`config.mk`:
```
export PLATFORM = sky130hd
export DESIGN_NAME = fixed_phrase_stream_matcher
export DESIGN_NICKNAME = d
export VERILOG_FILES = /design/src/fpsm_pkg.sv /design/src/fpsm_cell.sv /design/src/fixed_phrase_stream_matcher.sv
export VERILOG_INCLUDE_DIRS = /design/src /design/src/src
export SDC_FILE = /design/constraint.sdc
export NUM_CORES = 1
export LEC_CHECK = 0
export ABC_AREA = 0
export ABC_CLOCK_PERIOD_IN_PS = 4400
export BUFFER_PORTS_ARGS = -buffer_cell sky130_fd_sc_hd__buf_2
export CAP_MARGIN = 10
export CORE_MARGIN = 2
export CORE_UTILIZATION = 35
export CTS_CLUSTER_SIZE = 12
export DETAILED_ROUTE_END_ITERATION = 10
export HOLD_SLACK_MARGIN = 0.15
export PLACE_DENSITY_LB_ADDON = 0.15
export SYNTH_ARGS = -nofsm -noshare
export SYNTH_HDL_FRONTEND = slang
export SYNTH_SLANG_ARGS = --single-unit
```
`constraint.sdc`:
```
create_clock -name clk -period 4.4 [get_ports clk]
set_input_delay 0.44 -clock clk [delete_from_list [all_inputs] [get_ports clk]]
set_output_delay 0.44 -clock clk [all_outputs]
set_load 0.01 [all_outputs]
```
`src/fixed_phrase_stream_matcher_assert.svh`:
```
// Assertion macros for the matcher; only fixed_phrase_stream_matcher.sv includes this file.
`ifndef FIXED_PHRASE_STREAM_MATCHER_ASSERT_SVH
`define FIXED_PHRASE_STREAM_MATCHER_ASSERT_SVH
`ifndef SYNTHESIS
`define FPSM_ASSERT(label, clk, rst_n, prop) \
	label: assert property (@(posedge clk) disable iff (!rst_n) prop) \
		else $error("fixed_phrase_stream_matcher: assertion failed");
`define FPSM_ASSERT_NEVER(label, clk, rst_n, cond) \
	label: assert property (@(posedge clk) disable iff (!rst_n) !(cond)) \
		else $error("fixed_phrase_stream_matcher: forbidden condition seen");
`else
`define FPSM_ASSERT(label, clk, rst_n, prop)
`define FPSM_ASSERT_NEVER(label, clk, rst_n, cond)
`endif
`endif

```
`src/fpsm_pkg.sv`:
```
package fpsm_pkg;

	localparam int MAX_LEN     = 4096;
	localparam int NUM_PHRASES = 6;
	localparam int CHAIN_LEN   = 23;
	localparam int OUT_W       = 12;
	localparam int CNT_W       = ($clog2(MAX_LEN) > OUT_W) ? $clog2(MAX_LEN) : OUT_W;

	localparam int PHRASE_LEN [NUM_PHRASES] = '{15, 23, 16, 13, 18, 5};

	localparam logic [8*CHAIN_LEN-1:0] PHRASE_TEXT [NUM_PHRASES] = '{
		"ignore previous",
		"ignore all instructions",
		"grant capability",
		"reveal secret",
		"execute privileged",
		"sudo "
	};

	typedef logic [NUM_PHRASES-1:0] phrase_mask_t;
	typedef logic [NUM_PHRASES-1:0][7:0] phrase_chars_t;

	typedef struct packed {
		logic advance;
		logic clear;
	} fpsm_ctrl_t;

	function automatic logic [7:0] fold_case(logic [7:0] b);
		logic [7:0] r;
		r = b;
		if (b >= 8'h41 && b <= 8'h5A) begin
			r = b + 8'h20;
		end
		return r;
	endfunction

	function automatic logic [7:0] phrase_char(int p, int j);
		logic [7:0] ch;
		ch = 8'h00;
		if (j < PHRASE_LEN[p]) begin
			ch = PHRASE_TEXT[p][8*(PHRASE_LEN[p]-1-j) +: 8];
		end
		return ch;
	endfunction

	function automatic phrase_chars_t cell_chars(int c);
		phrase_chars_t r;
		for (int p = 0; p < NUM_PHRASES; p++) begin
			r[p] = phrase_char(p, c);
		end
		return r;
	endfunction

	function automatic phrase_mask_t cell_active(int c);
		phrase_mask_t r;
		for (int p = 0; p < NUM_PHRASES; p++) begin
			r[p] = (c < PHRASE_LEN[p]);
		end
		return r;
	endfunction

endpackage

```
`src/fpsm_cell.sv`:
```
module fpsm_cell
	import fpsm_pkg::*;
(
	input  logic          clk,
	input  logic          arst_n,
	input  fpsm_ctrl_t    ctrl,
	input  logic [7:0]    cur_byte,
	input  phrase_chars_t expect_chars,
	input  phrase_mask_t  active,
	input  phrase_mask_t  match_in,
	output phrase_mask_t  match_out,
	output phrase_mask_t  match_next
);

	phrase_mask_t match_q;
	phrase_mask_t char_eq;

	always_comb begin
		for (int p = 0; p < NUM_PHRASES; p++) begin
			char_eq[p] = (cur_byte == expect_chars[p]);
		end
	end

	assign match_next = match_in & char_eq & active;
	assign match_out  = match_q;

	always_ff @(posedge clk or negedge arst_n) begin
		if (!arst_n) begin
			match_q <= '0;
		end else if (ctrl.clear) begin
			match_q <= '0;
		end else if (ctrl.advance) begin
			match_q <= match_next;
		end
	end

endmodule

```
`src/fixed_phrase_stream_matcher.sv`:
```
// Scans a message one byte per transfer and reports, on the transfer that carries last_byte,
// whether any of six fixed phrases occurs in the text after folding A-Z to lower case. A zero
// byte ends the text and only the first MAX_LEN-1 bytes are scanned. A row of 23 cells holds,
// for every phrase, which prefix lengths match the bytes seen so far; each scanned byte updates
// all cells at once, so the block takes one byte every cycle unless stalled. The verdict appears
// in the cycle after the transfer of the last byte and waits in an output register; text_stall
// rises only when a last byte arrives while an earlier verdict is still held by verdict_stall.
`include "fixed_phrase_stream_matcher_assert.svh"

module fixed_phrase_stream_matcher
	import fpsm_pkg::*;
(
	input  logic              clk,
	input  logic              arst_n,
	input  logic              text_valid,
	output logic              text_stall,
	input  logic [7:0]        text_byte,
	input  logic              last_byte,
	output logic              verdict_valid,
	input  logic              verdict_stall,
	output logic              phrase_found,
	output logic [OUT_W-1:0]  bytes_examined
);

	logic             accept;
	logic             advance;
	logic             hit;
	logic [7:0]       folded;
	fpsm_ctrl_t       ctrl;
	phrase_mask_t     hit_vec;
	phrase_mask_t     cell_q    [CHAIN_LEN];
	phrase_mask_t     cell_next [CHAIN_LEN];
	logic [CNT_W-1:0] count_q;
	logic [CNT_W-1:0] count_next;
	logic             found_q;
	logic             found_next;
	logic             ended_q;
	logic             verdict_valid_q;
	logic             phrase_found_q;
	logic [OUT_W-1:0] bytes_q;

	assign text_stall = verdict_valid_q && verdict_stall && last_byte;
	assign accept     = text_valid && !text_stall;
	assign folded     = fold_case(text_byte);
	assign advance    = accept && !ended_q && (text_byte != 8'h00)
		&& (count_q < CNT_W'(MAX_LEN - 1));

	assign ctrl.advance = advance;
	assign ctrl.clear   = accept && last_byte;

	for (genvar c = 0; c < CHAIN_LEN; c++) begin : g_cell
		phrase_mask_t match_in;
		if (c == 0) begin : g_head
			assign match_in = '1;
		end else begin : g_link
			assign match_in = cell_q[c-1];
		end
		fpsm_cell u_cell (
			.clk          (clk),
			.arst_n       (arst_n),
			.ctrl         (ctrl),
			.cur_byte     (folded),
			.expect_chars (cell_chars(c)),
			.active       (cell_active(c)),
			.match_in     (match_in),
			.match_out    (cell_q[c]),
			.match_next   (cell_next[c])
		);
	end

	for (genvar p = 0; p < NUM_PHRASES; p++) begin : g_hit
		assign hit_vec[p] = cell_next[PHRASE_LEN[p]-1][p];
	end

	assign hit        = advance && (|hit_vec);
	assign count_next = advance ? count_q + CNT_W'(1) : count_q;
	assign found_next = found_q || hit;

	always_ff @(posedge clk or negedge arst_n) begin
		if (!arst_n) begin
			count_q         <= '0;
			found_q         <= 1'b0;
			ended_q         <= 1'b0;
			verdict_valid_q <= 1'b0;
		end else begin
			if (accept) begin
				if (last_byte) begin
					count_q <= '0;
					found_q <= 1'b0;
					ended_q <= 1'b0;
				end else begin
					count_q <= count_next;
					found_q <= found_next;
					if (text_byte == 8'h00) begin
						ended_q <= 1'b1;
					end
				end
			end
			if (accept && last_byte) begin
				verdict_valid_q <= 1'b1;
			end else if (!verdict_stall) begin
				verdict_valid_q <= 1'b0;
			end
		end
	end

	always_ff @(posedge clk) begin
		if (accept && last_byte) begin
			phrase_found_q <= found_next;
			bytes_q        <= count_next[OUT_W-1:0];
		end
	end

	assign verdict_valid  = verdict_valid_q;
	assign phrase_found   = phrase_found_q;
	assign bytes_examined = bytes_q;

	`FPSM_ASSERT(a_last_gives_verdict, clk, arst_n, (accept && last_byte) |=> verdict_valid)
	`FPSM_ASSERT(a_last_clears, clk, arst_n,
		(accept && last_byte) |=> (count_q == '0 && !found_q && !ended_q))
	`FPSM_ASSERT_NEVER(a_count_limit, clk, arst_n, count_q > CNT_W'(MAX_LEN - 1))

endmodule

```
==> results of run 1 <==
## per-stage QoR
stage	area, um^2	setup slack, ns	hold WS (ns)	util [%]
detailed placement	4954	1.595	0.4747	37.55
floorplan	4716	2.061	0.1444	-
global placement	4954	1.602	0.4602	37.55
CTS	5249	1.585	0.1649	39.79
global route	5249	1.454	0.1903	39.79
finish	5249	1.593	0.1250	39.79
## kinds of logic (layout without fill, tap and decap cells)
logic type | after synthesis | count (layout) | share of synthesized area (%)
simple gates | 104 | 104 | 16.32
xor+xnor | 11 | 11 | 2.043
fa+ha+maj | 2 | 2 | 0.5306
flops | 105 | 105 | 57.10
buf+inv | 30 | 54 | 3.900
mux | 1 | 1 | 0.2123
compound gates | 107 | 107 | 19.90
## placed cells by master, fill, tap and decap left out, types with 3 or more instances in the layout
cell,synthesis,layout
sky130_fd_sc_hd__a32o_1,17,17
sky130_fd_sc_hd__xor2_1,6,6
sky130_fd_sc_hd__nand2_1,18,18
sky130_fd_sc_hd__inv_1,7,7
sky130_fd_sc_hd__nor3_1,4,4
sky130_fd_sc_hd__and4_1,4,4
sky130_fd_sc_hd__and3_1,4,4
sky130_fd_sc_hd__a21o_1,3,3
sky130_fd_sc_hd__buf_2,8,26
sky130_fd_sc_hd__nand4_1,5,5
sky130_fd_sc_hd__buf_4,2,5
sky130_fd_sc_hd__and2_1,3,3
sky130_fd_sc_hd__a21oi_1,3,3
sky130_fd_sc_hd__nor2_1,9,8
sky130_fd_sc_hd__nor2b_1,7,7
sky130_fd_sc_hd__nand3_1,14,14
sky130_fd_sc_hd__nor4_4,7,7
sky130_fd_sc_hd__xnor2_1,5,5
sky130_fd_sc_hd__a22o_1,63,63
sky130_fd_sc_hd__dfrtp_1,92,92
sky130_fd_sc_hd__edfxtp_1,13,13
sky130_fd_sc_hd__inv_6,0,4
sky130_fd_sc_hd__clkbuf_16,0,9
sky130_fd_sc_hd__nor4_1,6,6
## power by group
group          switching [mW]  leakage, nW  internal (mW)
clock                   0.385        0.147          0.411
combinational           0.119        0.724         0.0631
sequential             0.0469         1.40           1.02
## how the worst max path moves through the flow
| stage | start | to | slack, ns | depth (start not counted) |
|---|---|---|---|---|
| after floorplan | verdict_stall | g_cell[16].u_cell.match_out[4] | 2.06 | 7 |
| after global placement | text_byte[2] | g_cell[4].u_cell.match_out[4] | 1.60 | 7 |
| after detailed placement | text_byte[2] | g_cell[2].u_cell.match_out[5] | 1.59 | 7 |
| after CTS | count_q[0] | g_cell[1].u_cell.match_out[1] | 1.58 | 6 |
| after global routing | count_q[0] | g_cell[1].u_cell.match_out[1] | 1.45 | 6 |
| final | count_q[0] | g_cell[1].u_cell.match_out[1] | 1.59 | 6 |
## final cells by class
type / count / area [um^2]
Fill cell: 1250 / 7941
Clock buffer: 10 / 239.0
Clock inverter: 6 / 56.30
Tap cell: 176 / 220.2
Inverter: 7 / 26.28
Sequential cell: 105 / 2693
Multi-Input combinational cell: 225 / 1847
Timing Repair Buffer: 31 / 167.7
## registers in the layout, indices dropped and copies added (netlist names)
register                 count
count_q                     12
phrase_found                 1
ended_q                      1
bytes_examined              12
verdict_valid                1
g_cell.u_cell.match_out     77
found_q                      1
## metal layers
metal	wire length, um	GRT usage, %
met4	140	5.000
met2	5131	24.79
met1	4990	22.25
met3	394	4.658
met5	0	0
==> metrics.txt, run 1 <==
# TYPE chip_impl_metric gauge
chip_impl_info{name="status",value="finished, final reports clean"} 1
chip_impl_metric{name="tritoncts.num_buffers",unit=""} 9
chip_impl_metric{name="reg2reg_setup_slack",unit="ns"} 1.59
chip_impl_metric{name="cts_setup_buffers",unit=""} 0
chip_impl_metric{name="synth_top_area_share",unit="%"} 48.82
chip_impl_metric{name="via_count",unit=""} 3112
chip_impl_metric{name="worst-endpoint-required",unit="ns"} 4.70
chip_impl_metric{name="clk_latency",unit="ns"} 0.36
chip_impl_metric{name="proportion_of_register_bits_with_asynchronous_set_or_reset_after_synthesis",unit="%"} 87.62
chip_impl_metric{name="cts.repair.resized",unit=""} 0
chip_impl_metric{name="postCtsHoldBufs",unit=""} 0
chip_impl_info{name="root_buffer",value="sky130_fd_sc_hd__clkbuf_16"} 1
chip_impl_metric{name="buf_inv_on_cp",unit=""} 0
chip_impl_metric{name="fin_worst_skew",unit="ns"} 0.01070
chip_impl_info{name="ys_top_cells_by_count",value="sky130_fd_sc_hd__dfrtp_1, sky130_fd_sc_hd__a22o_1, sky130_fd_sc_hd__nand2_1"} 1
chip_impl_metric{name="synthToLayoutAreaGrowth",unit="%"} 11.30
chip_impl_metric{name="die_height",unit="um"} 120.1
chip_impl_info{name="crit_family",value="simple AND/OR/NAND/NOR gates"} 1
chip_impl_metric{name="max_clock_freq",unit="GHz"} 0.3563
chip_impl_metric{name="initial_antenna_violation_count",unit=""} 0
chip_impl_metric{name="global_route.usage.total",unit="%"} 16.19
chip_impl_metric{name="clkSinkCount",unit=""} 105
chip_impl_metric{name="finalMaxSlewViolations",unit=""} 0
chip_impl_metric{name="critical-path-max-stage-delay",unit="ns"} 0.75
chip_impl_metric{name="number_of_antenna_violating_nets_in_the_routed_design",unit=""} 0
chip_impl_metric{name="num_antenna_cells",unit=""} 0
chip_impl_metric{name="die_x",unit="um"} 120.1
chip_impl_info{name="rsz0062_at_grt",value="no"} 1
chip_impl_metric{name="drv.max_cap_violation_count",unit=""} 0
chip_impl_info{name="synth-main-ff-cell",value="sky130_fd_sc_hd__dfrtp_1"} 1
chip_impl_metric{name="post_route_cells_drive_above_1_share",unit="%"} 17.71
chip_impl_metric{name="post-dp-hpwl",unit="um"} 6926
chip_impl_metric{name="ys_types",unit=""} 62
chip_impl_metric{name="max_slew.worst_pin.slew",unit="ns"} 0.7711
chip_impl_metric{name="clock_tree.htree_level_count",unit=""} 3
chip_impl_metric{name="avgSynthCellArea",unit="um^2"} 13.10
chip_impl_metric{name="synth-seq-area-share",unit="%"} 57.10
chip_impl_metric{name="path_max_fanout",unit=""} 16
chip_impl_info{name="setup.worst_path.class",value="flip-flop to flip-flop"} 1
chip_impl_info{name="yosysMostFrequentCell",value="sky130_fd_sc_hd__dfrtp_1"} 1
chip_impl_metric{name="grt_start_max_net_pins",unit=""} 77
chip_impl_metric{name="synthesis.nets",unit=""} 375
chip_impl_info{name="cts_tree",value="done"} 1
chip_impl_metric{name="final-hold-violation-count",unit=""} 0
chip_impl_metric{name="timing.final.crit_share",unit="%"} 63.79
chip_impl_info{name="class_of_the_most_critical_hold_timing_path",value="input port to async pin"} 1
chip_impl_metric{name="core_area",unit="um^2"} 13190
chip_impl_metric{name="grt-ovfl-total",unit=""} 0
chip_impl_metric{name="final-setup-viol-count",unit=""} 0
chip_impl_metric{name="power_per_cell_area",unit="nW/um^2"} 390.7
chip_impl_metric{name="synth_edf_count",unit=""} 13
chip_impl_info{name="setup.worst_path.start_class",value="flip-flop"} 1
chip_impl_metric{name="synth_seq_cells",unit=""} 105
chip_impl_metric{name="synth_area",unit="um^2"} 4716
chip_impl_metric{name="finalNonFillerCells",unit=""} 560
chip_impl_info{name="r2r-start",value="count_q[0]"} 1
chip_impl_metric{name="syn-instance-count",unit=""} 360
chip_impl_metric{name="total_number_of_placement_rows",unit=""} 42
chip_impl_metric{name="worst_vdd_rail_ir_drop",unit="V"} 0.0002328
chip_impl_metric{name="rel_slew_slack",unit="%"} 48.54
chip_impl_metric{name="floorplan_die_area",unit="um^2"} 14420
chip_impl_metric{name="maximum_clock_path_buffer_count",unit=""} 2
chip_impl_metric{name="initial_core_util",unit="%"} 35.75
chip_impl_metric{name="routed_wire_length_per_instance",unit="um"} 19.03
chip_impl_metric{name="grt_first_pass_wirelength",unit="um"} 17730
chip_impl_metric{name="ys.warnings.count",unit=""} 0
chip_impl_info{name="slowest_stage",value="sky130_fd_sc_hd__nor2_2"} 1
chip_impl_metric{name="detailed_route_wire_length",unit="um"} 10660
chip_impl_metric{name="placedCellCount",unit=""} 544
chip_impl_metric{name="design_power_total",unit="mW"} 2.051
chip_impl_metric{name="finish.net_count",unit=""} 394
chip_impl_metric{name="clock_transition_at_the_register_clock_pins_on_the_worst_setup_and_hold_paths_after_cts",unit="ns"} 0.07
chip_impl_metric{name="layout_min_cycle_time",unit="ns"} 2.807
chip_impl_metric{name="p_leak",unit="nW"} 2.268
chip_impl_metric{name="top_level_ports",unit=""} 28
chip_impl_metric{name="grt_pass1_vias",unit=""} 3116
chip_impl_info{name="ys_top_cells_by_area",value="sky130_fd_sc_hd__dfrtp_1, sky130_fd_sc_hd__a22o_1, sky130_fd_sc_hd__edfxtp_1, sky130_fd_sc_hd__a32o_1, sky130_fd_sc_hd__nor4_4"} 1
chip_impl_metric{name="worst_ep_arrival_time",unit="ns"} 3.10
chip_impl_info{name="crit-reg2reg-capture",value="g_cell[1].u_cell.match_out[1]"} 1
chip_impl_info{name="end_kind",value="flip-flop"} 1
chip_impl_metric{name="fin_setup_tns",unit="ns"} 0
chip_impl_metric{name="drc",unit=""} 0
chip_impl_info{name="synth.largest_area_cell",value="sky130_fd_sc_hd__dfrtp_1"} 1
chip_impl_metric{name="first_drt_iteration_drcs",unit=""} 212
chip_impl_metric{name="gp_routability_congestion",unit=""} 0.7589
chip_impl_metric{name="drt_first_pass_iters",unit=""} 4
chip_impl_metric{name="worst_case_reg_to_reg_path_depth",unit=""} 6
chip_impl_metric{name="numPortBuffers",unit=""} 27
chip_impl_info{name="worstPathCellList",value="ha_1 -> and4_1 -> a41oi_4 -> nand2_2 -> nor2_2 -> a32o_1"} 1
chip_impl_metric{name="post_drt_via_cell_ratio",unit=""} 5.557
(Power assumes the default switching activity.)
==> run 2: changes to the inputs <==
Settings changed: ABC_CLOCK_PERIOD_IN_PS 4400 to 2300.
Clock period 4.4 ns to 2.3 ns, I/O delays scaled along.
==> run 2 against run 1 <==
Clock skew up 0.00093 ns. Highest routed layer unchanged. Clock-buffer cell count shrank 1. Largest power group unchanged. Register-to-register slack got worse by 1.5 ns. Largest cell class unchanged. Critical endpoint is now count_q[11].
==> metrics.txt, run 2 (same netlist as run 1, synthesis figures left out) <==
# TYPE chip_impl_metric gauge
chip_impl_info{name="status",value="finished, final reports clean"} 1
chip_impl_metric{name="timing.final.crit_share",unit="%"} 95.54
chip_impl_metric{name="synthToLayoutAreaGrowth",unit="%"} 19.02
chip_impl_metric{name="worst_vdd_rail_ir_drop",unit="V"} 0.0004392
chip_impl_metric{name="detailed_route_wire_length",unit="um"} 10910
chip_impl_metric{name="reg2reg_setup_slack",unit="ns"} 0.10
chip_impl_metric{name="worst-endpoint-required",unit="ns"} 2.54
chip_impl_metric{name="utilization",unit="%"} 42.55
chip_impl_metric{name="routed_wire_length_per_instance",unit="um"} 18.39
chip_impl_metric{name="total_number_of_placement_rows",unit=""} 42
chip_impl_metric{name="final-setup-viol-count",unit=""} 0
chip_impl_metric{name="hold_path_depth",unit=""} 2
chip_impl_metric{name="path_max_fanout",unit=""} 5
chip_impl_metric{name="fin_setup_tns",unit="ns"} 0
chip_impl_info{name="class_of_the_most_critical_hold_timing_path",value="input port to flip-flop"} 1
chip_impl_metric{name="via_count",unit=""} 3280
chip_impl_metric{name="power_per_cell_area",unit="nW/um^2"} 732.1
chip_impl_metric{name="die_x",unit="um"} 120.1
chip_impl_metric{name="fin_ws",unit="ns"} 0.1026
chip_impl_metric{name="post-dp-hpwl",unit="um"} 7392
chip_impl_metric{name="first_drt_iteration_drcs",unit=""} 220
chip_impl_metric{name="grt_pass1_vias",unit=""} 3314
chip_impl_info{name="cts_tree",value="done"} 1
chip_impl_metric{name="numPortBuffers",unit=""} 27
chip_impl_metric{name="post_drt_via_cell_ratio",unit=""} 5.531
chip_impl_metric{name="post_route_cells_drive_above_1_share",unit="%"} 24.22
chip_impl_metric{name="finish.net_count",unit=""} 427
chip_impl_metric{name="max_slew.worst_pin.slew",unit="ns"} 0.5466
chip_impl_metric{name="global_route.usage.total",unit="%"} 16.53
chip_impl_metric{name="layout_min_cycle_time",unit="ns"} 2.197
chip_impl_metric{name="grt-ovfl-total",unit=""} 0
chip_impl_metric{name="grt_start_max_net_pins",unit=""} 77
chip_impl_metric{name="drt_first_pass_iters",unit=""} 4
chip_impl_metric{name="drc",unit=""} 0
chip_impl_info{name="setup.worst_path.start_class",value="flip-flop"} 1
chip_impl_info{name="setup.worst_path.class",value="flip-flop to flip-flop"} 1
chip_impl_metric{name="max_clock_freq",unit="GHz"} 0.4551
chip_impl_metric{name="number_of_antenna_violating_nets_in_the_routed_design",unit=""} 0
chip_impl_metric{name="worst_ep_arrival_time",unit="ns"} 2.44
chip_impl_metric{name="clock_tree.htree_level_count",unit=""} 3
chip_impl_metric{name="worst_case_reg_to_reg_path_depth",unit=""} 7
chip_impl_metric{name="drv.max_cap_violation_count",unit=""} 0
chip_impl_info{name="leading_cell_type_in_the_layout_fill_and_taps_excluded",value="sky130_fd_sc_hd__dfrtp_1"} 1
chip_impl_metric{name="final-hold-violation-count",unit=""} 0
chip_impl_metric{name="initial_antenna_violation_count",unit=""} 0
chip_impl_metric{name="die_height",unit="um"} 120.1
chip_impl_info{name="root_buffer",value="sky130_fd_sc_hd__clkbuf_16"} 1
chip_impl_metric{name="clk_latency",unit="ns"} 0.36
chip_impl_metric{name="core_area",unit="um^2"} 13190
chip_impl_metric{name="rel_slew_slack",unit="%"} 63.47
chip_impl_metric{name="initial_core_util",unit="%"} 35.75
chip_impl_metric{name="grt_first_pass_wirelength",unit="um"} 18310
chip_impl_metric{name="detailedPlace.worstSlack",unit="ns"} -0.03168
chip_impl_info{name="mostFrequentLayoutCells",value="sky130_fd_sc_hd__dfrtp_1, sky130_fd_sc_hd__a22o_1, sky130_fd_sc_hd__buf_4"} 1
chip_impl_metric{name="gp_routability_congestion",unit=""} 0.8202
chip_impl_metric{name="fin_worst_skew",unit="ns"} 0.01163
chip_impl_metric{name="clock_transition_at_the_register_clock_pins_on_the_worst_setup_and_hold_paths_after_cts",unit="ns"} 0.07
chip_impl_metric{name="clkSinkCount",unit=""} 105
chip_impl_metric{name="finalMaxSlewViolations",unit=""} 0
chip_impl_metric{name="top_level_ports",unit=""} 28
chip_impl_metric{name="maximum_clock_path_buffer_count",unit=""} 2
chip_impl_metric{name="floorplan_die_area",unit="um^2"} 14420
chip_impl_metric{name="p_leak",unit="nW"} 2.473
chip_impl_metric{name="tritoncts.num_buffers",unit=""} 9
chip_impl_metric{name="num_antenna_cells",unit=""} 0
chip_impl_metric{name="max_reg_flops",unit=""} 77
chip_impl_info{name="end_kind",value="flip-flop"} 1
[run 2: cell count changes in the layout (fill, tap and decap cells not counted), sizes merged]
cell         delta
buf            +31
bufinv          +1
clkbuf          -1
clkinv          +1
dlygate4sd3     +2
inv             -1
[run 2: path summary, 6_finish.rpt]
| kind | startpoint | end |
|---|---|---|
| min in group asynchronous | arst_n | count_q[8] |
| max | count_q[0] | count_q[11] |
| max reg2reg | count_q[0] | count_q[11] |
| max in group asynchronous | arst_n | g_cell[1].u_cell.match_out[3] |
| min | last_byte | count_q[1] |
| min reg2reg | g_cell[0].u_cell.match_out[3] | g_cell[0].u_cell.match_out[3] |
[run 2: final cells by class]
cell class / instances / area [um^2]
multi-input combinational: 225 / 1879
tap: 176 / 220.2
timing repair buffer: 64 / 470.5
clock buffer: 9 / 225.2
clock inverter: 7 / 98.84
fill: 1230 / 7577
sequential: 105 / 2693
inverter: 7 / 26.28
[run 2: power breakdown]
group / switching [mW] / internal [mW] / total [mW]
registers: 0.0566 / 1.96 / 2.02
logic: 0.271 / 0.176 / 0.447
clock network: 0.765 / 0.881 / 1.65
[run 2: per-layer routing]
metal	GRT usage [%]	wire length, um	vias up
li1	-	-	1525
met1	22.42	5003	1675
met2	25.67	5207	64
met3	3.945	446	16
met4	6.250	250	0
met5	0	0	-
[run 2: critical path: stages (launching register included)]
cell and delay [ns]:
sky130_fd_sc_hd__dfrtp_1 0.39, sky130_fd_sc_hd__ha_1 0.22, sky130_fd_sc_hd__and4_1 0.24, sky130_fd_sc_hd__a41oi_4 0.25, sky130_fd_sc_hd__buf_4 0.18, sky130_fd_sc_hd__nand4_1 0.16, sky130_fd_sc_hd__o311a_1 0.39, sky130_fd_sc_hd__a221o_1 0.25
[run 2: through the flow]
stage	std cells	instance area [um^2]	hold WS, ns	power, mW
after floorplan	360	4718	-0.06559	2.321
after global placement	574	5231	0.1922	2.497
final	593	5613	0.2625	4.109
after CTS	592	5575	0.2431	4.177
after detailed placement	574	5231	0.1972	2.499
after global routing	593	5613	0.2624	4.298
[run 2: timing repair]
| item | CTS | global route |
|---|---|---|
| endpoints found under the hold margin | 28 | 0 |
| setup endpoints to repair | 6 | 35 |
| pin swaps | 1 | 3 |
| setup buffers | 0 | 1 |
| resized for setup | 0 | 5 |
| hold buffers | 2 | 0 |
==> run 3: changes to the inputs <==
Settings changed: PLACE_DENSITY set to 0.63, PLACE_DENSITY_LB_ADDON 0.15 to not set.
==> run 3 against run 2 <==
Combinational power is 4% higher. Critical path type unchanged. Register-to-register slack gained 0.04 ns. Critical path depth stayed put. Total power decreased by 3.7%. Largest cell class unchanged. Hold slack got worse by 0.013 ns.
==> metrics.txt, run 3 (same netlist as run 1, synthesis figures left out) <==
# TYPE chip_impl_metric gauge
chip_impl_metric{name="netSwitchingFraction",unit="%"} 26.70
chip_impl_info{name="class_of_the_most_critical_hold_timing_path",value="input port to flip-flop"} 1
chip_impl_metric{name="core_area",unit="um^2"} 13190
chip_impl_info{name="crit_family",value="compound AO/OA/AOI/OAI gates"} 1
chip_impl_metric{name="post_route_cells_drive_above_1_share",unit="%"} 23.43
chip_impl_metric{name="worst_vdd_rail_ir_drop",unit="V"} 0.0005398
chip_impl_metric{name="gp_routability_congestion",unit=""} 0.8881
chip_impl_metric{name="grt_first_pass_wirelength",unit="um"} 17720
chip_impl_metric{name="synthToLayoutAreaGrowth",unit="%"} 17.38
chip_impl_metric{name="clkSinkCount",unit=""} 105
chip_impl_metric{name="worst_ep_arrival_time",unit="ns"} 2.39
chip_impl_metric{name="place_area",unit="um^2"} 5209
chip_impl_metric{name="global_route.usage.total",unit="%"} 15.77
chip_impl_metric{name="multi_input_comb_area",unit="um^2"} 1866
chip_impl_info{name="end_kind",value="flip-flop"} 1
chip_impl_info{name="mostFrequentLayoutCells",value="sky130_fd_sc_hd__dfrtp_1, sky130_fd_sc_hd__a22o_1, sky130_fd_sc_hd__buf_4"} 1
chip_impl_metric{name="clock_transition_at_the_register_clock_pins_on_the_worst_setup_and_hold_paths_after_cts",unit="ns"} 0.07
chip_impl_info{name="cts_tree",value="done"} 1
chip_impl_metric{name="detailed_route_wire_length",unit="um"} 10650
chip_impl_metric{name="number_of_antenna_violating_nets_in_the_routed_design",unit=""} 0
chip_impl_info{name="status",value="finished, final reports clean"} 1
chip_impl_metric{name="total_number_of_placement_rows",unit=""} 42
chip_impl_metric{name="layout_min_cycle_time",unit="ns"} 2.157
chip_impl_metric{name="via_count",unit=""} 3248
chip_impl_info{name="rsz0062_at_grt",value="no"} 1
chip_impl_metric{name="cell_internal_pwr",unit="mW"} 2.900
chip_impl_metric{name="buf_inv_on_cp",unit=""} 1
chip_impl_metric{name="num_antenna_cells",unit=""} 0
chip_impl_metric{name="final-hold-violation-count",unit=""} 0
chip_impl_metric{name="power_per_cell_area",unit="nW/um^2"} 714.9
chip_impl_metric{name="drv.max_cap_violation_count",unit=""} 0
chip_impl_metric{name="drt_first_pass_iters",unit=""} 5
chip_impl_metric{name="clk_latency",unit="ns"} 0.36
chip_impl_metric{name="drc",unit=""} 0
chip_impl_metric{name="routed_wire_length_per_instance",unit="um"} 18.05
chip_impl_info{name="setup.worst_path.start_class",value="flip-flop"} 1
chip_impl_info{name="slowest_stage",value="sky130_fd_sc_hd__dfrtp_1"} 1
chip_impl_metric{name="post-dp-hpwl",unit="um"} 7253
chip_impl_metric{name="numPortBuffers",unit=""} 27
chip_impl_metric{name="p_leak",unit="nW"} 2.431
chip_impl_metric{name="grt-ovfl-total",unit=""} 0
chip_impl_metric{name="worst-endpoint-required",unit="ns"} 2.54
chip_impl_metric{name="initial_antenna_violation_count",unit=""} 0
chip_impl_metric{name="grt_start_max_net_pins",unit=""} 57
chip_impl_info{name="setup.worst_path.class",value="flip-flop to flip-flop"} 1
chip_impl_metric{name="final.fill_count",unit=""} 1211
chip_impl_metric{name="post_drt_via_cell_ratio",unit=""} 5.505
chip_impl_metric{name="finalMaxSlewViolations",unit=""} 0
chip_impl_metric{name="power_frac_comb",unit="%"} 11.7
chip_impl_metric{name="fin_setup_tns",unit="ns"} 0
chip_impl_metric{name="path_max_fanout",unit=""} 5
chip_impl_metric{name="max_clock_freq",unit="GHz"} 0.4636
chip_impl_metric{name="area.sequential",unit="um^2"} 2693
chip_impl_metric{name="finish.net_count",unit=""} 425
chip_impl_metric{name="top_level_ports",unit=""} 28
chip_impl_info{name="leading_cell_type_in_the_layout_fill_and_taps_excluded",value="sky130_fd_sc_hd__dfrtp_1"} 1
chip_impl_metric{name="maximum_clock_path_buffer_count",unit=""} 2
chip_impl_metric{name="die_x",unit="um"} 120.1
chip_impl_metric{name="die_height",unit="um"} 120.1
chip_impl_metric{name="rel_slew_slack",unit="%"} 58.82
chip_impl_metric{name="max_reg_flops",unit=""} 77
chip_impl_metric{name="grt_pass1_vias",unit=""} 3326
chip_impl_metric{name="p_switching",unit="mW"} 1.057
chip_impl_metric{name="initial_core_util",unit="%"} 35.75
chip_impl_metric{name="final-setup-viol-count",unit=""} 0
chip_impl_metric{name="stdcell_area",unit="um^2"} 5535
chip_impl_metric{name="seq_power_share",unit="%"} 50.7
chip_impl_info{name="root_buffer",value="sky130_fd_sc_hd__clkbuf_16"} 1
chip_impl_metric{name="power_frac_clock",unit="%"} 37.5
chip_impl_metric{name="timing.final.crit_share",unit="%"} 93.78
chip_impl_metric{name="clock_tree.htree_level_count",unit=""} 3
chip_impl_metric{name="max_slew.worst_pin.slew",unit="ns"} 0.6143
chip_impl_metric{name="fin_worst_skew",unit="ns"} 0.01057
chip_impl_metric{name="first_drt_iteration_drcs",unit=""} 256
chip_impl_metric{name="critical-path-max-stage-delay",unit="ns"} 0.38
chip_impl_metric{name="floorplan_die_area",unit="um^2"} 14420
chip_impl_info{name="worstPathCellList",value="ha_1 -> and4_1 -> a41oi_4 -> buf_4 -> nand4_1 -> o311a_1 -> a221o_1"} 1
chip_impl_metric{name="tritoncts.num_buffers",unit=""} 9
run 3: cell count changes in the layout (fill, tap and decap cells not counted), sizes merged:
cell,before,now
buf,62,59
clkinv,3,1
inv,10,12
bufinv,1,0
nor2,10,11
run 3: cell type report:
type,count,share of cell area (%)
clock buffers,9,4.069
clock inverters,6,1.040
inverters,7,0.4747
multi-input cells,226,33.70
flip-flops and latches,105,48.64
well taps,176,3.978
repair buffers,61,8.092
run 3: metrics by stage:
| stage | cells | setup WS (ns) | power [mW] | util [%] | hold WS, ns |
|---|---|---|---|---|---|
| floorplan | 360 | 0.09856 | 2.321 | - | -0.06559 |
| global placement | 571 | -0.1114 | 2.495 | 39.49 | 0.2370 |
| detailed placement | 571 | -0.1259 | 2.504 | 39.49 | 0.2360 |
| CTS | 588 | 0.05656 | 3.995 | 41.79 | 0.2322 |
| global route | 590 | 0.03341 | 4.127 | 41.97 | 0.2695 |
| finish | 590 | 0.1429 | 3.957 | 41.97 | 0.2497 |
run 3: worst paths after layout:
kind / from / endpoint / slack [ns] / depth (start not counted)
max: count_q[0] / count_q[11] / 0.14 / 7
min: last_byte / count_q[0] / 0.25 / 2
max reg2reg: count_q[0] / count_q[11] / 0.14 / 7
min reg2reg: g_cell[0].u_cell.match_out[1] / g_cell[0].u_cell.match_out[1] / 0.49 / 1
max in group asynchronous: arst_n / g_cell[12].u_cell.match_out[1] / 1.22 / 3
min in group asynchronous: arst_n / count_q[8] / 0.39 / 2
run 3: routing by layer:
metal	up-vias	wire, um	global-route usage (%)	share of wire (%)
li1	1519	-	-	-
met3	4	527	3.755	4.9
met5	-	0	0	0
met4	0	78	5.515	0.73
met1	1651	4810	21.57	45
met2	74	5232	24.54	49
run 3: power groups by stage:
stage	Clock [mW]	Combinational [mW]	Sequential, mW
2_1_floorplan	0	0.268	2.05
3_3_place_gp	0	0.451	2.04
3_5_place_dp	0	0.460	2.04
4_1_cts	1.53	0.462	2.01
5_1_grt	1.60	0.511	2.02
6_report	1.49	0.463	2.01
run 3: timing repair:
| action | in CTS | in global routing |
|---|---|---|
| cloned | 0 | 1 |
| endpoints found under the hold margin | 37 | 0 |
| pin swaps | 1 | 2 |
| buffers inserted | 0 | 1 |
| gates resized for setup | 0 | 2 |
| setup endpoints to repair | 6 | 46 |
| hold buffers | 2 | 0 |
